==> src/rtl/core/spc_pkg.sv <==
`timescale 1ns / 1ps

package spc_pkg;

  localparam int POS_W       = 32;
  localparam int DELAY_W     = 10;
  localparam int CALIB_W     = 3;
  localparam int COIL_W      = 4;
  localparam int SLOT_W      = 7;   // magnitude bits of the signed slot field

  localparam logic [DELAY_W-1:0] ELAPSED_TOP = {DELAY_W{1'b1}};
  localparam logic [DELAY_W-1:0] DELAY_RESET = DELAY_W'(2);
  localparam logic [CALIB_W-1:0] CALIB_ALL   = {CALIB_W{1'b1}};

  localparam int NUM_SLOTS    = 8;
  localparam int SLOT_HALF    = NUM_SLOTS / 2;
  localparam int SLOT_SPAN_RW = NUM_SLOTS - 1 - SLOT_HALF;
  // upper span is empty for two slots; keep a harmless divisor there
  localparam int SLOT_SPAN    = (SLOT_SPAN_RW < 1) ? 1 : SLOT_SPAN_RW;

  // slot offset width; the lower span is never the smaller one
  localparam int DIV_W = $clog2(SLOT_HALF + 1);

  // rounded-up reciprocals of the two spans, scaled by 2^SHIFT
  localparam int LO_SHIFT = POS_W + $clog2(SLOT_HALF);
  localparam int HI_SHIFT = POS_W + $clog2(SLOT_SPAN);
  localparam int RECIP_W  = POS_W + 2;
  localparam logic [RECIP_W-1:0] LO_RECIP =
    RECIP_W'((64'd1 << LO_SHIFT) / SLOT_HALF + 1);
  localparam logic [RECIP_W-1:0] HI_RECIP =
    RECIP_W'((64'd1 << HI_SHIFT) / SLOT_SPAN + 1);
  localparam int PROD_W = (LO_SHIFT + POS_W > POS_W + RECIP_W + 1) ?
                          (LO_SHIFT + POS_W) : (POS_W + RECIP_W + 1);

  typedef enum logic [2:0] {
    CMD_TICK    = 3'd0,
    CMD_INIT    = 3'd1,
    CMD_TARGET  = 3'd2,
    CMD_JOG     = 3'd3,
    CMD_CAL_L   = 3'd4,
    CMD_CAL_C   = 3'd5,
    CMD_CAL_R   = 3'd6,
    CMD_GOTO    = 3'd7
  } cmd_e;

  // half-step coil sequence, bit0 = IN1
  function automatic logic [COIL_W-1:0] half_step(input logic [2:0] idx);
    logic [COIL_W-1:0] c;
    case (idx)
      3'd0:    c = 4'h1;
      3'd1:    c = 4'h3;
      3'd2:    c = 4'h2;
      3'd3:    c = 4'h6;
      3'd4:    c = 4'h4;
      3'd5:    c = 4'hC;
      3'd6:    c = 4'h8;
      3'd7:    c = 4'h9;
      default: c = 4'h0;
    endcase
    return c;
  endfunction

endpackage

==> src/rtl/core/stepper_position_controller.sv <==
`timescale 1ns / 1ps

// Channel | Dir | Handshake               | Payload
// --------+-----+-------------------------+------------------------------------------
// cfg     | in  | cfg_valid_i/cfg_ready_o | cfg_data_i (step_delay_ms)
// in      | in  | in_valid_i/in_ready_o   | cmd_i, target_pos_i, jog_delta_i,
//         |     |                         | slot_index_i
// out     | out | out_valid_o/out_ready_i | coils_o, position_o, busy_res_o,
//         |     |                         | calib_mask_o, calibrated_o, stepped_o
//
// One request per cycle while the output is not stalled: a request is held in
// the input register and evaluated there, and its result is registered in the
// output register, from which it can be taken.
// Go-to-slot is done in the same single pass (multiply, reciprocal divide).
// Reset clears all positions, flags, the delay (to 2) and both valids.
// A stalled output holds the input register, which then holds off new requests.
module stepper_position_controller (
  input  logic                          clk_i,
  input  logic                          rst_ni,
  // configuration
  input  logic                          cfg_valid_i,
  output logic                          cfg_ready_o,
  input  logic [spc_pkg::DELAY_W-1:0]   cfg_data_i,
  // requests
  input  logic                          in_valid_i,
  output logic                          in_ready_o,
  input  logic [2:0]                    cmd_i,
  input  logic signed [31:0]            target_pos_i,
  input  logic signed [15:0]            jog_delta_i,
  input  logic signed [7:0]             slot_index_i,
  // results
  output logic                          out_valid_o,
  input  logic                          out_ready_i,
  output logic [spc_pkg::COIL_W-1:0]    coils_o,
  output logic signed [31:0]            position_o,
  output logic                          busy_res_o,
  output logic [spc_pkg::CALIB_W-1:0]   calib_mask_o,
  output logic                          calibrated_o,
  output logic                          stepped_o
);
  import spc_pkg::*;

  // input register
  logic              in_valid_q;
  logic [2:0]        cmd_q;
  logic [POS_W-1:0]  tgt_q;
  logic [15:0]       jog_q;
  logic [7:0]        slot_q;

  // controller state
  logic [DELAY_W-1:0] delay_q;
  logic [POS_W-1:0]   cur_q, cur_d;
  logic [POS_W-1:0]   goal_q, goal_d;
  logic [DELAY_W-1:0] elap_q, elap_d;
  logic [COIL_W-1:0]  coil_q, coil_d;
  logic [CALIB_W-1:0] cal_q, cal_d;
  logic [POS_W-1:0]   left_q, left_d;
  logic [POS_W-1:0]   ctr_q, ctr_d;
  logic [POS_W-1:0]   right_q, right_d;
  logic               stepped_d;

  // result register
  logic               out_valid_q;
  logic [COIL_W-1:0]  coils_q;
  logic [POS_W-1:0]   pos_q;
  logic               busy_q;
  logic [CALIB_W-1:0] mask_q;
  logic               stepped_q;

  logic res_free;
  logic advance;
  logic goto_go;

  // interpolation
  logic [SLOT_W-1:0] slot_c;
  logic              use_lo;
  logic [DIV_W-1:0]  slot_k;
  logic [POS_W-1:0]  base;
  logic [POS_W-1:0]  prod;
  logic [POS_W-1:0]  quot;

  assign cfg_ready_o = 1'b1;

  always_ff @(posedge clk_i or negedge rst_ni) begin
    if (!rst_ni) begin
      delay_q <= DELAY_RESET;
    end else if (cfg_valid_i) begin
      delay_q <= cfg_data_i;
    end
  end

  assign res_free   = !out_valid_q || out_ready_i;
  assign goto_go    = in_valid_q && (cmd_e'(cmd_q) == CMD_GOTO) &&
                      (cal_q == CALIB_ALL) && !slot_q[7];
  assign advance    = in_valid_q && res_free;
  assign in_ready_o = !in_valid_q || advance;

  always_ff @(posedge clk_i or negedge rst_ni) begin
    if (!rst_ni) begin
      in_valid_q <= 1'b0;
    end else if (in_ready_o) begin
      in_valid_q <= in_valid_i;
    end
  end

  always_ff @(posedge clk_i) begin
    if (in_ready_o && in_valid_i) begin
      cmd_q  <= cmd_i;
      tgt_q  <= target_pos_i;
      jog_q  <= jog_delta_i;
      slot_q <= slot_index_i;
    end
  end

  // slot clamp and choice of segment; a negative slot is rejected by goto_go
  always_comb begin
    slot_c = slot_q[SLOT_W-1:0];
    if (slot_c >= SLOT_W'(NUM_SLOTS)) begin
      slot_c = SLOT_W'(NUM_SLOTS - 1);
    end
    use_lo = (slot_c <= SLOT_W'(SLOT_HALF));
    slot_k = use_lo ? DIV_W'(slot_c) : DIV_W'(slot_c - SLOT_W'(SLOT_HALF));
    base   = use_lo ? left_q : ctr_q;
    prod   = POS_W'((use_lo ? (ctr_q - left_q) : (right_q - ctr_q)) * POS_W'(slot_k));
  end

  spc_div u_div (
    .upper_i    (!use_lo),
    .dividend_i (prod),
    .quotient_o (quot)
  );

  // next state for the request in the input register
  always_comb begin
    logic [DELAY_W-1:0] e;
    cur_d     = cur_q;
    goal_d    = goal_q;
    elap_d    = elap_q;
    coil_d    = coil_q;
    cal_d     = cal_q;
    left_d    = left_q;
    ctr_d     = ctr_q;
    right_d   = right_q;
    stepped_d = 1'b0;
    e         = (elap_q < ELAPSED_TOP) ? (elap_q + DELAY_W'(1)) : elap_q;
    case (cmd_e'(cmd_q))
      CMD_TICK: begin
        elap_d = e;
        if ((cur_q != goal_q) && (e >= delay_q)) begin
          elap_d    = '0;
          cur_d     = ($signed(cur_q) < $signed(goal_q)) ? (cur_q + POS_W'(1))
                                                         : (cur_q - POS_W'(1));
          coil_d    = half_step(cur_d[2:0]);
          stepped_d = 1'b1;
        end
      end
      CMD_INIT: begin
        cur_d  = '0;
        goal_d = '0;
        cal_d  = '0;
        coil_d = '0;
      end
      CMD_TARGET: begin
        goal_d = tgt_q;
      end
      CMD_JOG: begin
        goal_d = goal_q + {{(POS_W-16){jog_q[15]}}, jog_q};
      end
      CMD_CAL_L: begin
        left_d = cur_q;
        cal_d  = cal_q | 3'b001;
      end
      CMD_CAL_C: begin
        ctr_d = cur_q;
        cal_d = cal_q | 3'b010;
      end
      CMD_CAL_R: begin
        right_d = cur_q;
        cal_d   = cal_q | 3'b100;
      end
      CMD_GOTO: begin
        if (goto_go) begin
          goal_d = base + quot;
        end
      end
      default: begin
        cur_d = cur_q;
      end
    endcase
  end

  always_ff @(posedge clk_i or negedge rst_ni) begin
    if (!rst_ni) begin
      cur_q   <= '0;
      goal_q  <= '0;
      elap_q  <= '0;
      coil_q  <= '0;
      cal_q   <= '0;
      left_q  <= '0;
      ctr_q   <= '0;
      right_q <= '0;
    end else if (advance) begin
      cur_q   <= cur_d;
      goal_q  <= goal_d;
      elap_q  <= elap_d;
      coil_q  <= coil_d;
      cal_q   <= cal_d;
      left_q  <= left_d;
      ctr_q   <= ctr_d;
      right_q <= right_d;
    end
  end

  // result register
  always_ff @(posedge clk_i or negedge rst_ni) begin
    if (!rst_ni) begin
      out_valid_q <= 1'b0;
    end else if (res_free) begin
      out_valid_q <= advance;
    end
  end

  always_ff @(posedge clk_i) begin
    if (advance) begin
      coils_q   <= coil_d;
      pos_q     <= cur_d;
      busy_q    <= (cur_d != goal_d);
      mask_q    <= cal_d;
      stepped_q <= stepped_d;
    end
  end

  assign out_valid_o  = out_valid_q;
  assign coils_o      = coils_q;
  assign position_o   = pos_q;
  assign busy_res_o   = busy_q;
  assign calib_mask_o = mask_q;
  assign calibrated_o = (mask_q == CALIB_ALL);
  assign stepped_o    = stepped_q;

endmodule

==> src/rtl/core/spc_div.sv <==
`timescale 1ns / 1ps

// Signed divide by the span of the chosen segment, truncating toward zero.
// Multiplies by a rounded-up reciprocal; a negative dividend gets one added
// back to turn the floor into truncation. Exact for every 32-bit dividend.
module spc_div (
  input  logic                        upper_i,
  input  logic [spc_pkg::POS_W-1:0]   dividend_i,
  output logic [spc_pkg::POS_W-1:0]   quotient_o
);
  import spc_pkg::*;

  logic [RECIP_W-1:0] recip;
  logic [PROD_W-1:0]  prod;
  logic [POS_W-1:0]   quot_lo;
  logic [POS_W-1:0]   quot_hi;

  assign recip      = upper_i ? HI_RECIP : LO_RECIP;
  assign prod       = PROD_W'($signed(dividend_i)) * PROD_W'($signed({1'b0, recip}));
  assign quot_lo    = prod[LO_SHIFT +: POS_W];
  assign quot_hi    = prod[HI_SHIFT +: POS_W];
  assign quotient_o = (upper_i ? quot_hi : quot_lo) + POS_W'(dividend_i[POS_W-1]);

endmodule

==> config.mk <==
export PLATFORM = sky130hd
export DESIGN_NAME = stepper_position_controller
export DESIGN_NICKNAME = d
export VERILOG_FILES = /design/src/rtl/core/spc_pkg.sv /design/src/rtl/core/stepper_position_controller.sv /design/src/rtl/core/spc_div.sv
export SDC_FILE = /design/constraint.sdc
export NUM_CORES = 2
export LEC_CHECK = 0
export ABC_CLOCK_PERIOD_IN_PS = 18850
export BUFFER_PORTS_ARGS = -buffer_cell sky130_fd_sc_hd__clkbuf_2
export CAP_MARGIN = 40
export CORE_ASPECT_RATIO = 1.1
export CORE_UTILIZATION = 65
export DETAILED_ROUTE_END_ITERATION = 7
export GPL_TIMING_DRIVEN = 0
export HOLD_SLACK_MARGIN = 0.1
export PLACE_DENSITY = 0.83
export SYNTH_ARGS = -nofsm -noshare
export SYNTH_HDL_FRONTEND = slang
export SYNTH_SLANG_ARGS = --single-unit
==> constraint.sdc <==
create_clock -name clk_i -period 18.85 [get_ports clk_i]
set_clock_uncertainty 0.15 [all_clocks]
set_input_delay 2.8275 -clock clk_i [delete_from_list [all_inputs] [get_ports clk_i]]
set_output_delay 2.8275 -clock clk_i [all_outputs]
set_load 0.02 [all_outputs]
Word level (Yosys, flattened, before mapping):

Memories as Yosys holds them, arrays and structs flattened.
Index checks and enable logic that the tools add are counted.

* add/subtract/negate cells: 9
* multiply operators: 2
* magnitude comparators: 5
* eq/ne operators: 11
* muxes and demuxes: 16
* reductions and logical operators: 16

Operators by type and width (count)
* $mux 32: 5
* $pmux 32 s4: 1
* $mul 32x34->66: 1
* $add 32x32->32: 2
* $ne 32x32->1: 2
* $pmux 32 s2: 1
* $sub 32x32->32: 2
* $add 32x1->32: 1
* $add 32x1->32 const B: 1
* $lt 32x32->1: 1
* $mul 32x3->32: 1
* $sub 32x1->32 const B: 1
* $mux 31: 1
* $mux 10: 2
* $eq 3x3->1 const B: 6
* $pmux 3 s4: 1
* $add 10x1->10 const B: 1
* $ge 10x10->1: 1
* $lt 10x10->1 const B: 1
* $pmux 4 s2: 1
* $reduce_and 2->1: 4
* $ge 7x4->1 const B: 1
* $le 7x3->1 const B: 1
* $mux 7: 1
* other kinds (10): 19

* register bits after elaboration: 289
* bits in read-only memories: 32
* memories: 1

Memory list
* (name not given): depth 8, width 4, rd ports 1, clocked after Yosys merged registers in 0, wr ports 0, line spc_pkg.sv:49 `case (idx)`

Longest topological paths before layout:

* depth after elaboration: 11
* depth in mapped cells: 69

Hierarchy:

From an unflattened synthesis, not the netlist that was laid out.

* cells, all modules: 4744
* area total of the unflattened synthesis: 40776.6 µm²

Modules (own cells, without submodules)
* stepper_position_controller: instances 1, cells each 2934, area an instance 24698.7 µm²
* spc_div: instances 1, cells each 1810, area an instance 16077.9 µm²

Worst setup path after synthesis:

No wires, ideal clock.

* path kind: register -> register
* start: register ctr_q[0]
* end: register busy_q, in the netlist busy_res_o (data pin)
* setup time: 0.277 ns
* arrival: 14.910 ns
* required time: 18.423 ns
* slack: 3.513 ns
* stages on the path, launching flop included: 65
* path buffers: 0
* period minus slack after synthesis: 15.337 ns
* cell sequence: dfrtp_1 -> inv_1 -> ha_1 -> fa_1 -> nor2b_1 -> o21ai_1 -> a21oi_1 -> o311ai_1 -> o211ai_1 -> o41ai_2 -> o21bai_1 -> a21oi_1 -> xnor2_1 -> nand2_1 -> o21ai_0 -> nand2_1 -> fa_1 -> inv_1 -> [29 not listed] -> nor2b_1 -> o21a_1 -> o21a_1 -> o21a_1 -> nor2_1 -> ha_1 -> a21o_1 -> o21bai_1 -> a221oi_1 -> nand3_1 -> a21oi_1 -> o21a_1 -> o211ai_1 -> and3_1 -> a31o_2 -> o32ai_1 -> xnor2_1 -> o2111ai_1

* word-level cells in the longest chain between the ends: 9

Ends and longest elaborated chain
* start: declaration: line stepper_position_controller.sv:58 `logic [POS_W-1:0] ctr_q, ctr_d;`
* start signal: assignment: line stepper_position_controller.sv:209 `ctr_q <= ctr_d;`
* $sub 32x32->32: line stepper_position_controller.sv:124 `prod = POS_W'((use_lo ? (ctr_q - left_q) : (right_q - ctr_q)) * POS_W'(slot_k));`
* $mux 32: line stepper_position_controller.sv:124
* $mul 32x3->32: line stepper_position_controller.sv:124
* $mul 32x34->66: line spc_div.sv:19 `assign prod = PROD_W'($signed(dividend_i)) * PROD_W'($signed({1'b0, recip}));`
* $add 32x1->32: line spc_div.sv:22 `assign quotient_o = (upper_i ? quot_hi : quot_lo) + POS_W'(dividend_i[POS_W-1]);`
* $add 32x32->32 (*): line stepper_position_controller.sv:183 `goal_d = base + quot;`
* $mux 32 (*): line stepper_position_controller.sv:182 `if (goto_go) begin`
* $pmux 32 s4 (*): line stepper_position_controller.sv:146 `case (cmd_e'(cmd_q))`
* $ne 32x32->1 (*): line stepper_position_controller.sv:227 `busy_q <= (cur_d != goal_d);`
* end signal: assignment: line stepper_position_controller.sv:227
* end: declaration: line stepper_position_controller.sv:66 `logic busy_q;`

Every way passes the cells marked *; elsewhere a longest branch is shown, timed or not.
A chain may end at the register's enable or synchronous reset.

Final worst setup path:

Same ends and word-level chain as after synthesis.

==> impl_metrics.ini <==
[synthesis]
synth-edff-count = 100
async_flop_share = 0.654
synth_top_area_frac = 0.176
synthCells = 4352
synthTopCellsByArea = fa_1, ha_1, dfrtp_1
synth_largest_area_cell = fa_1
syn_area_per_cell_um2 = 8.88
ys.flop_type = dfrtp_1
synth_cell_types = 101
netlist_area_um2 = 38600
ys_seq_area_frac = 0.200
ys_ff_latch = 289
ys_warn_count = 0

[timing]
slew_headroom = 0.319
period_share = 0.962
drv_slew = 0
tightest_slew_ns = 1.01
finalHoldViolations = 0
min_period_ns = 18.14
fmax_mhz = 55.1
setup_viol = 0

[clocking]
holdBufCountCts = 0
clk_latency_ns = 0.61
clk_pin_slew_worst_paths_ns = 0.07
cts_tree = done
root_buffer = clkbuf_16
clockBufferDepth = 3
cts_buffers = 30
cts_sinks = 289
htreeDepth = 1

[worst_setup_path]
end_kind = register
cp_top_family = adder cells
cp.required_ns = 18.98
r2r_start = ctr_q[0]
cp_max_fo = 7
worstSetupStartpointType = register
max_stage_delay_ns = 0.69
reg2reg_to = busy_res_o
arrival_ns = 18.27
worstSetupPathType = reg2reg
cpMostUsedCell = fa_1
crit_slowest_cell = fa_1
reg2reg_depth = 66
path_buf_inv = 8
rrSetupSlack_ns = 0.71

[routing]
drt_iter0_drc = 2626
drt_pass1_iterations = 8
vias = 33200
drt-total-wl_mm = 122
drc_errors = 0
via_per_inst = 6.25
wl_per_cell_um = 23.0
ant_nets = 0

[min_path]
min_to = coil_q[2]
hold_class = reg2reg
hold_path_depth = 2
hold_path.startpoint = coil_q[2]

[global_routing]
grt_use_met3 = 0.0530
grt_max_degree = 108
overflow = 0
top_usage_layer = met2
grtUsageTotal = 0.406
antenna_found_initial = 1
grtUsageMet2 = 0.658
grtUsageMet1 = 0.482
grt_pass1_vias = 33400
grt_pass1_wl_mm = 186

[finish]
fillers = 4674
final_util = 0.709
antenna_cells = 0
final_common_cell = inv_1
nNetsFinal = 5491
layout-drive-gt1-share = 0.0713
syn_to_final_growth_pct = 7.58
layout_common_cells = inv_1, ha_1, nand2_1

[floorplanning]
dieArea_um2 = 60400
initial_core_util = 0.659
io_pins = 119
row_count = 93
die_h_um = 258
core_um2 = 58600
fp.dieW_um = 235

[placement]
port_buffers = 116
gp_congestion = 1.05
dpl.hpwl_mm = 100

[flow_run]
max_cap_viol_count = 0

[status]
outcome = finished clean
stage by stage:
step	hold slack [ns]	cell area [um2]	std cells	setup WS, ns	setup TNS [ns]
final	0.345	41600	5317	0.713	0
after global routing	0.368	41600	5317	-0.163	-0.163
after CTS	0.345	41400	5307	0.0888	0
after detailed placement	0.330	40400	5251	-0.403	-0.403
after global placement	0.311	40200	5240	-0.548	-0.548
after floorplan	0.296	38700	4364	3.51	0
tightest hold or removal path, delay by kind of cell, from the launching register on:
kind,cells,cell delay [ns]
flip-flops,1,0.35
AND/OR/NAND/NOR,2,0.11
logic make-up after synthesis:
family | synth area share
other | 0.000194
DFF | 0.200
muxes | 0.0245
adders and majority gates | 0.352
buffers and inverters | 0.0785
and+or+nand+nor | 0.128
AOI/OAI and AO/OA | 0.174
xor gates and xnor gates | 0.0428
per-layer routing:
layer | wire length (um) | part of all wire | vias up
met2 | 56400 | 0.46 | 1522
met5 | 19 | 0.00016 | -
met3 | 8620 | 0.071 | 466
li1 | - | - | 15300
met4 | 11600 | 0.095 | 2
met1 | 45500 | 0.37 | 15900
flip-flops by register name (all words and copies together) (netlist names):
register      flops
calib_mask_o      3
coils_o           4
elap_q           10
cal_q             3
ctr_q            32
jog_q            16
cur_q            32
in_valid_q        1
delay_q          10
coil_q            4
stepped_o         1
slot_q            8
busy_res_o        1
position_o       32
cmd_q             3
out_valid_o       1
left_q           32
tgt_q            32
right_q          32
goal_q           32
synth_stat cells (all sizes together) (10+ instances only):
library cell / number
nand3b: 12
a221oi: 17
clkbuf: 107
dfrtp: 188
or2: 16
and3: 47
o21bai: 29
a21boi: 13
nor3b: 15
a22o: 10
a21oi: 221
nor4: 15
nor2b: 26
a211oi: 37
inv: 672
nor2: 203
nand3: 74
or3: 25
o21ai: 299
xnor2: 109
edfxtp: 100
mux2: 68
a211o: 15
a31oi: 41
nand4: 35
o211ai: 29
o31ai: 21
nor3: 61
fa: 340
o22ai: 12
and2: 23
a22oi: 23
mux2i: 18
a21o: 122
xor2: 77
buf: 21
o2111ai: 12
ha: 544
nand2: 453
nand2b: 32
o21a: 60
worst max-delay path by stage:
stage	endpoint	slack [ns]	cells past startpoint	start
floorplan	busy_res_o	3.51	64	ctr_q[0]
global placement	busy_res_o	-0.55	59	slot_q[6]
detailed placement	busy_res_o	-0.40	58	slot_q[6]
CTS	busy_res_o	0.09	60	slot_q[6]
global route	busy_res_o	-0.16	67	ctr_q[0]
finish	busy_res_o	0.71	66	ctr_q[0]
repair_timing:
action / in CTS / in global routing
pin swaps: 0 / 4
gates resized for setup: 4 / 27
setup endpoints to repair: 1 / 5
setup buffers: 0 / 7
cloned: 0 / 0
cell type report:
class,count,area (um2),area share
multi-input combinational,3273,28100,0.676
clock inverter,18,158,0.00379
buffer,127,503,0.0121
tap,760,951,0.0229
timing repair buffer,138,785,0.0189
clock buffer,38,812,0.0195
sequential,289,7730,0.186
inverter,674,2530,0.0608
Power is left out: the tool's default activity adds up to more than one toggle a clock period on the data nets, which glitch-free logic cannot reach.
